File: config.mk
export PLATFORM = sky130hd
export DESIGN_NAME = vmb_ram
export DESIGN_NICKNAME = d
export VERILOG_FILES = /design/src/rtl/von_mises_basis_evaluator_defines.svh /design/src/rtl/vmb_ram.sv
export SDC_FILE = /design/constraint.sdc
export NUM_CORES = 1
export LEC_CHECK = 0
export CAP_MARGIN = 0
export CORE_ASPECT_RATIO = 1.1
export CORE_MARGIN = 3
export CORE_UTILIZATION = 41
export DETAILED_ROUTE_END_ITERATION = 12
export DONT_BUFFER_PORTS = 1
export HOLD_SLACK_MARGIN = 0.08
export PLACE_DENSITY_LB_ADDON = 0.1
export SLEW_MARGIN = 20
export SYNTH_ARGS = -nofsm -noshare
export SYNTH_HDL_FRONTEND = slang
export SYNTH_SLANG_ARGS = --single-unit
File: constraint.sdc
create_clock -name i_clk -period 4.12 [get_ports i_clk]
set_clock_uncertainty 0.15 [all_clocks]
set_input_delay 0.206 -clock i_clk [delete_from_list [all_inputs] [get_ports i_clk]]
set_output_delay 0.206 -clock i_clk [all_outputs]
set_load 0.05 [all_outputs]
File: src/rtl/von_mises_basis_evaluator_defines.svh
// ----------------------------------------------------------------------------
// Von Mises basis evaluator assertion macros
// Concurrent check wrappers, compiled out for synthesis.
// ----------------------------------------------------------------------------
`ifndef VON_MISES_BASIS_EVALUATOR_DEFINES_SVH
`define VON_MISES_BASIS_EVALUATOR_DEFINES_SVH

`ifndef SYNTHESIS
// Check that is suspended while reset is asserted
`define VMB_ASSERT_RST(name, prop, msg) \
    name: assert property (@(posedge i_clk) disable iff (!i_rst_n) prop) else $error(msg);
// Check that also holds during reset
`define VMB_ASSERT_ALL(name, prop, msg) \
    name: assert property (@(posedge i_clk) prop) else $error(msg);
`else
`define VMB_ASSERT_RST(name, prop, msg)
`define VMB_ASSERT_ALL(name, prop, msg)
`endif

`endif

File: src/rtl/vmb_ram.sv
// ----------------------------------------------------------------------------
// Generic synchronous RAM
// One write port, one read port, read data registered.
// ----------------------------------------------------------------------------
`default_nettype none

module vmb_ram #(
    parameter int WIDTH = 16,
    parameter int DEPTH = 16
) (
    input  wire                             i_clk,
    input  wire                             i_we,
    input  wire [$clog2(DEPTH > 1 ? DEPTH : 2)-1:0] i_waddr,
    input  wire [WIDTH-1:0]                 i_wdata,
    input  wire [$clog2(DEPTH > 1 ? DEPTH : 2)-1:0] i_raddr,
    output logic [WIDTH-1:0]                o_rdata
);

    logic [WIDTH-1:0] r_mem [DEPTH];

    always_ff @(posedge i_clk) begin
        if (i_we) begin
            r_mem[i_waddr] <= i_wdata;
        end
        o_rdata <= r_mem[i_raddr];
    end

endmodule

`default_nettype wire

==> run_results.csv, run 1 <==
group,metric,value,unit
drt,drtPass1Iterations,4,
timing,max_freq,0.339,GHz
timing,finalCritPeriodShare,71.6,%
timing,totalNegativeSetupSlack,0,ns
drt,drtAntennaViolNets,0,
floorplanning,die_h,170,um
worst_setup_path,required,4.39,ns
worst_setup_path,path_common_cell,"dlygate4sd3_1",
floorplanning,start_util,42.1,%
timing,slew_viol_final,0,
cts,htreeDepth,1,
placement,dp_hpwl,11.5,mm
floorplanning,io_pins,42,
worst_setup_path,criticalPathCategory,"reg2reg",
drt,via_per_inst,5.49,
worst_setup_path,r2r-end,"o_rdata[1]",
timing,slew-limit-headroom,30.2,%
worst_setup_path,r2r_start,"r_mem[15][1]",
placement,finalWeightedCongestion,0.713,
worst_setup_path,max_stage_delay,0.57,ns
drt,via_count,4380,
drt,drc,0,
timing,finalHoldViolCount,0,
layout,area_delta_synth_final,16.1,%
drt,drtIter0Drc,391,
synthesis,synthCells,432,
synthesis,netlist_area,10000,um2
worst_hold_path,min_to,"r_mem[1][4]",
global_routing,antenna_found_initial,0,
worst_setup_path,critPathMaxFanout,1,
worst_setup_path,r2r.worst_path.cells,6,
worst_setup_path,start_kind,"register",
power_and_ir_drop,ir_drop,0.000363,V
synthesis,syn-num-nets,458,
layout,final.fill_count,1931,
outcome,status,"finished, final reports clean",
synthesis,synth_seq_cells,272,
global_routing,grt_max_degree,65,
floorplanning,die_w,155,um
worst_setup_path,worstPathArrival,3.22,ns
timing,tightest_slew,1.05,ns
flow_run,cap_violations,0,
cts,cts_num_sinks,272,
power_and_ir_drop,p_per_area,516,nW/um2
layout,layout-drive-gt1-share,24.5,%
placement,dp_cells,719,
worst_setup_path,end_kind,"register",
global_routing,grt_usage,16.1,%
timing,setup_viol,0,
synthesis,synthDistinctLibCells,19,
cts,clk_path_buf_depth,3,
floorplanning,core-area,23800,um2
synthesis,yosysWarnings,0,
cts,clockRootBuffer,"clkbuf_16",
worst_hold_path,hp-class,"in2reg",
worst_setup_path,critPathSlowestCell,"dlygate4sd3_1",
floorplanning,dieArea,26400,um2
layout,num_antenna_cells,0,
cts,cts_buffers,28,
worst_setup_path,worstPathCellList,"mux4_2, dlygate4sd3_1, a22oi_1, dlygate4sd3_1, nand2_1, dlygate4sd3_1",
drt,wl_per_cell,25.8,um
floorplanning,placementRows,59,
synthesis,synth.avg_cell_area,23.2,um2
power_and_ir_drop,p_leak,3.69,nW
layout,fin_cells,798,
timing,rsz0062_at_grt,"no",
layout,design_area,11700,um2
global_routing,grt_pass1_wl,31.3,mm
placement,place.port_buffers,0,
placement,dpl-instance-area,10400,um2
layout,fin_nets,497,
cts,insertion_delay,0.53,ns
synthesis,seq_area_frac_synth,79.7,%
cts,cts-resized-gates,0,
worst_hold_path,hold_depth,2,
worst_hold_path,hp-start,"i_waddr[3]",
timing,layout_min_cycle_time,2.95,ns
cts,cts.clk_slew.worst_paths,0.06,ns
global_routing,grt_overflow,0,
drt,wl,20.6,mm
worst_setup_path,ff2ff_setup_slack,1.17,ns
global_routing,grt_pass1_vias,4824,
cts,tritoncts,"done",
## how the worst max path moves through the flow
stage	start	endpoint	slack, ns	depth (start not counted)
CTS	r_mem[15][1]	o_rdata[1]	1.19	6
detailed placement	i_waddr[2]	r_mem[2][3]	1.98	2
global route	r_mem[15][1]	o_rdata[1]	1.09	6
finish	r_mem[15][1]	o_rdata[1]	1.17	6
floorplan	i_waddr[2]	r_mem[0][0]	1.71	2
global placement	i_waddr[2]	r_mem[0][1]	1.89	2
## logic make-up after synthesis
kind of cell | count (synthesis) | share of synthesized area, %
and+or+nand+nor | 43 | 1.92
muxes | 64 | 14.7
DFF | 272 | 79.7
AOI/OAI and AO/OA | 32 | 2.39
buffers and inverters | 21 | 1.23
## state kept, by name, indices dropped and copies added, names as in the netlist
signal,count
o_rdata,16
r_mem,256
## cell usage in the layout, fill, tap and decap left out
cell type / count
clkbuf_16: 29
or3b_2: 1
mux4_1: 10
mux4_2: 54
bufinv_16: 4
a22oi_1: 32
nor2b_2: 2
nor2_2: 11
and2_1: 1
clkinv_2: 5
nand3_1: 1
clkinv_1: 2
nor3_2: 3
nor2_4: 2
nor3_4: 1
edfxtp_1: 256
clkbuf_1: 8
dfxtp_1: 16
buf_4: 3
nand2b_1: 2
nand2_1: 17
clkbuf_8: 3
buf_16: 2
inv_6: 1
nand3b_1: 2
dlygate4sd3_1: 25
## worst max-delay path: cells and delay by family, from the launching register on
kind	cells	cell delay, ns
AOI/OAI and AO/OA	1	0.13
muxes	1	0.46
DFF	1	0.36
and+or+nand+nor	1	0.04
buffers and inverters	3	1.70
## Yosys cell counts
library cell  instances  area [um2]
buf_6                 4        45.0
nor3_1                4        20.0
buf_2                 3        15.0
mux4_2               54        1220
buf_4                 3        22.5
clkbuf_1              8        30.0
nand2b_1              2        12.5
a22oi_1              32         240
and2_1                1        6.26
buf_1                 3        11.3
mux4_1               10         263
nand3_1               1        5.00
or3b_2                1        8.76
edfxtp_1            256        7690
nor2_1               13        48.8
dfxtp_1              16         320
nor2b_1               2        12.5
nand2_1              17        63.8
nand3b_1              2        15.0
## power by group
part / total, W / leakage [nW] / internal, W / switching [W]
registers: 0.00318 / 2.45 / 0.00309 / 0.0000826
logic: 0.000264 / 0.771 / 0.000109 / 0.000155
clock network: 0.00258 / 0.472 / 0.00159 / 0.000987
total: 0.00602 / 3.69 / 0.00480 / 0.00122
## timing repair
action,CTS,global route
setup buffers,0,0
hold endpoints to repair,336,0
hold buffers,27,0
## per-layer routing
metal	global-route usage [%]	share of wire, %	vias to the layer above
li1	-	-	1927
met1	23.6	45	2322
met2	25.8	48	112
met3	2.52	5.0	19
met4	3.92	1.4	0
met5	0	0	-
## stage by stage
| step | hold slack [ns] | setup slack, ns | utilization (%) | power, W |
|---|---|---|---|---|
| after floorplan | 0.155 | 1.71 | - | 0.00338 |
| after global placement | 0.156 | 1.89 | 43.5 | 0.00340 |
| after detailed placement | 0.156 | 1.98 | 43.6 | 0.00341 |
| after CTS | 0.113 | 1.19 | 48.9 | 0.00609 |
| after global routing | 0.146 | 1.09 | 48.9 | 0.00624 |
| final | 0.121 | 1.17 | 48.9 | 0.00602 |
## cell type report
| cell class | instances | area (um2) | share of cell area, % |
|---|---|---|---|
| multi-input combinational | 139 | 1990 | 17.0 |
| sequential | 272 | 8010 | 68.7 |
| timing repair buffer | 30 | 328 | 2.81 |
| tap | 305 | 382 | 3.27 |
| clock inverter | 12 | 161 | 1.38 |
| clock buffer | 40 | 797 | 6.83 |
Power figures use the tool's default switching activity.
==> run 2: changes to the inputs <==
==> constraint.sdc (replaced) <==
create_clock -name i_clk -period 3 [get_ports i_clk]
set_clock_uncertainty 0.15 [all_clocks]
set_input_delay 0.15 -clock i_clk [delete_from_list [all_inputs] [get_ports i_clk]]
set_output_delay 0.15 -clock i_clk [all_outputs]
set_load 0.05 [all_outputs]
==> run 2 against run 1 <==
Global-route usage is 0.45 points higher. Utilization grew 0.61 points. Clock-buffer cell count shrank 7. Routed wire length up 4.4%. Critical path type is now in2reg. Critical endpoint is now o_rdata[4]. Largest cell class unchanged.
==> run_results.csv, run 2 (synthesis results as in run 1) <==
group,metric,value,unit
outcome,status,"finished, final reports clean",
drt,drc,0,
layout,layout-drive-gt1-share,25.3,%
global_routing,grt_overflow,0,
drt,wl,21.5,mm
timing,slew-limit-headroom,35.1,%
drt,via_per_inst,5.59,
cts,insertion_delay,0.52,ns
worst_setup_path,end_kind,"register",
layout,area_delta_synth_final,17.6,%
worst_setup_path,critPathMaxFanout,16,
placement,finalWeightedCongestion,0.748,
layout,regMostFlops,"r_mem",
floorplanning,placementRows,59,
timing,totalNegativeSetupSlack,0,ns
flow_run,cap_violations,0,
global_routing,grt_pass1_vias,4888,
worst_setup_path,cp_num_buf_inv,3,
cts,cts.clk_slew.worst_paths,0.06,ns
floorplanning,die_w,155,um
worst_setup_path,cp_top_family,"buffers and inverters",
placement,place_ws,0.987,ns
drt,drtPass1Iterations,5,
floorplanning,die_h,170,um
layout,fin_nets,517,
power_and_ir_drop,p_per_area,697,nW/um2
layout,num_antenna_cells,0,
timing,finalCritPeriodShare,87.9,%
drt,wl_per_cell,26.3,um
layout,mostFrequentLayoutCell,"edfxtp_1",
drt,drtIter0Drc,361,
layout,multiInputGateArea,1970,um2
cts,clk_path_buf_depth,3,
cts,cts_num_sinks,272,
worst_setup_path,worstPathArrival,2.96,ns
placement,place.port_buffers,0,
timing,rsz0062_at_grt,"no",
worst_setup_path,worstPathCellList,"dlygate4sd3_1, nor2_2, a22oi_1, dlygate4sd3_1, nand2_1, dlygate4sd3_1",
timing,slew_viol_final,0,
drt,drtAntennaViolNets,0,
worst_hold_path,hp-class,"in2reg",
timing,setup_slack,0.363,ns
cts,clockRootBuffer,"clkbuf_16",
cts,htreeDepth,1,
timing,layout_min_cycle_time,2.64,ns
worst_setup_path,path_common_cell,"dlygate4sd3_1",
power_and_ir_drop,ir_drop,0.000484,V
global_routing,grt_max_degree,65,
worst_setup_path,start_kind,"input port",
timing,tightest_slew,0.973,ns
layout,post-route-util,49.5,%
layout,reg_top3,"r_mem: 256 flops, o_rdata: 16 flops",
placement,dpl-instance-area,10400,um2
layout,design_area,11800,um2
timing,finalHoldViolCount,0,
floorplanning,core-area,23800,um2
floorplanning,start_util,42.1,%
global_routing,grt_pass1_wl,32.2,mm
cts,tritoncts,"done",
worst_setup_path,critPathSlowestCell,"nor2_2",
worst_setup_path,max_stage_delay,0.71,ns
timing,setup_viol,0,
global_routing,grt_usage,16.6,%
timing,max_freq,0.379,GHz
drt,via_count,4576,
worst_setup_path,criticalPathCategory,"in2reg",
worst_setup_path,required,3.32,ns
layout,layout_common_cells,"edfxtp_1, mux4_2, dlygate4sd3_1",
floorplanning,dieArea,26400,um2
power_and_ir_drop,total_power,0.00823,W
layout,largest_register_ffs,256,
layout,regArea,8010,um2
layout,final.fill_count,1927,
placement,dp_hpwl,12.2,mm
floorplanning,io_pins,42,
cts,cts_buffers,28,
cts,cts_setup_buffers,0,
power_and_ir_drop,p_leak,3.76,nW
global_routing,antenna_found_initial,0,
[run 2: cell count changes in the layout (fill, tap and decap cells not counted), sizes merged]
cell	previous run	this run
buf	5	13
clkbuf	40	33
clkinv	7	12
clkinvlp	0	3
dlygate4sd3	25	37
inv	1	0
[run 2: cell type report]
class,instances,share of cell area [%]
timing repair buffer,50,4.30
multi-input combinational,139,16.7
clock buffer,33,6.27
tap,305,3.23
clock inverter,19,1.65
sequential,272,67.8
[run 2: tightest hold or removal path: stages]
cell and delay [ns]:
nor2b_2 0.28, a22oi_1 0.21, nand2_1 0.08
[run 2: worst paths after layout]
path	cells past startpoint	slack (ns)	startpoint	endpoint
max	6	0.36	i_raddr[2]	o_rdata[4]
min	3	0.10	i_raddr[3]	o_rdata[1]
max reg2reg	5	0.41	r_mem[2][4]	o_rdata[4]
min reg2reg	3	0.55	r_mem[15][14]	o_rdata[14]
[run 2: power breakdown]
group | switching, W | leakage [nW] | internal [W] | total [W]
Clock | 0.00138 | 0.452 | 0.00210 | 0.00348
Combinational | 0.000213 | 0.864 | 0.000168 | 0.000381
Sequential | 0.000115 | 2.45 | 0.00425 | 0.00436
Total | 0.00171 | 3.76 | 0.00652 | 0.00823
[run 2: stage by stage]
stage               hold slack (ns)  std cells
floorplan                    0.0989        432
global placement             0.0997        727
detailed placement           0.0999        727
CTS                          0.0841        822
global route                  0.111        818
finish                        0.101        818
[run 2: what timing repair did]
item                                    CTS  global route
resized for setup                         0             1
endpoints found under the hold margin   401             0
hold buffers                             43             0
endpoints found under the setup margin    0             4
[run 2: per-layer routing]
layer	wire, um	global-route usage [%]
met1	10100	25.6
met2	10100	25.2
met3	1130	2.67
met4	283	3.77
met5	0	0
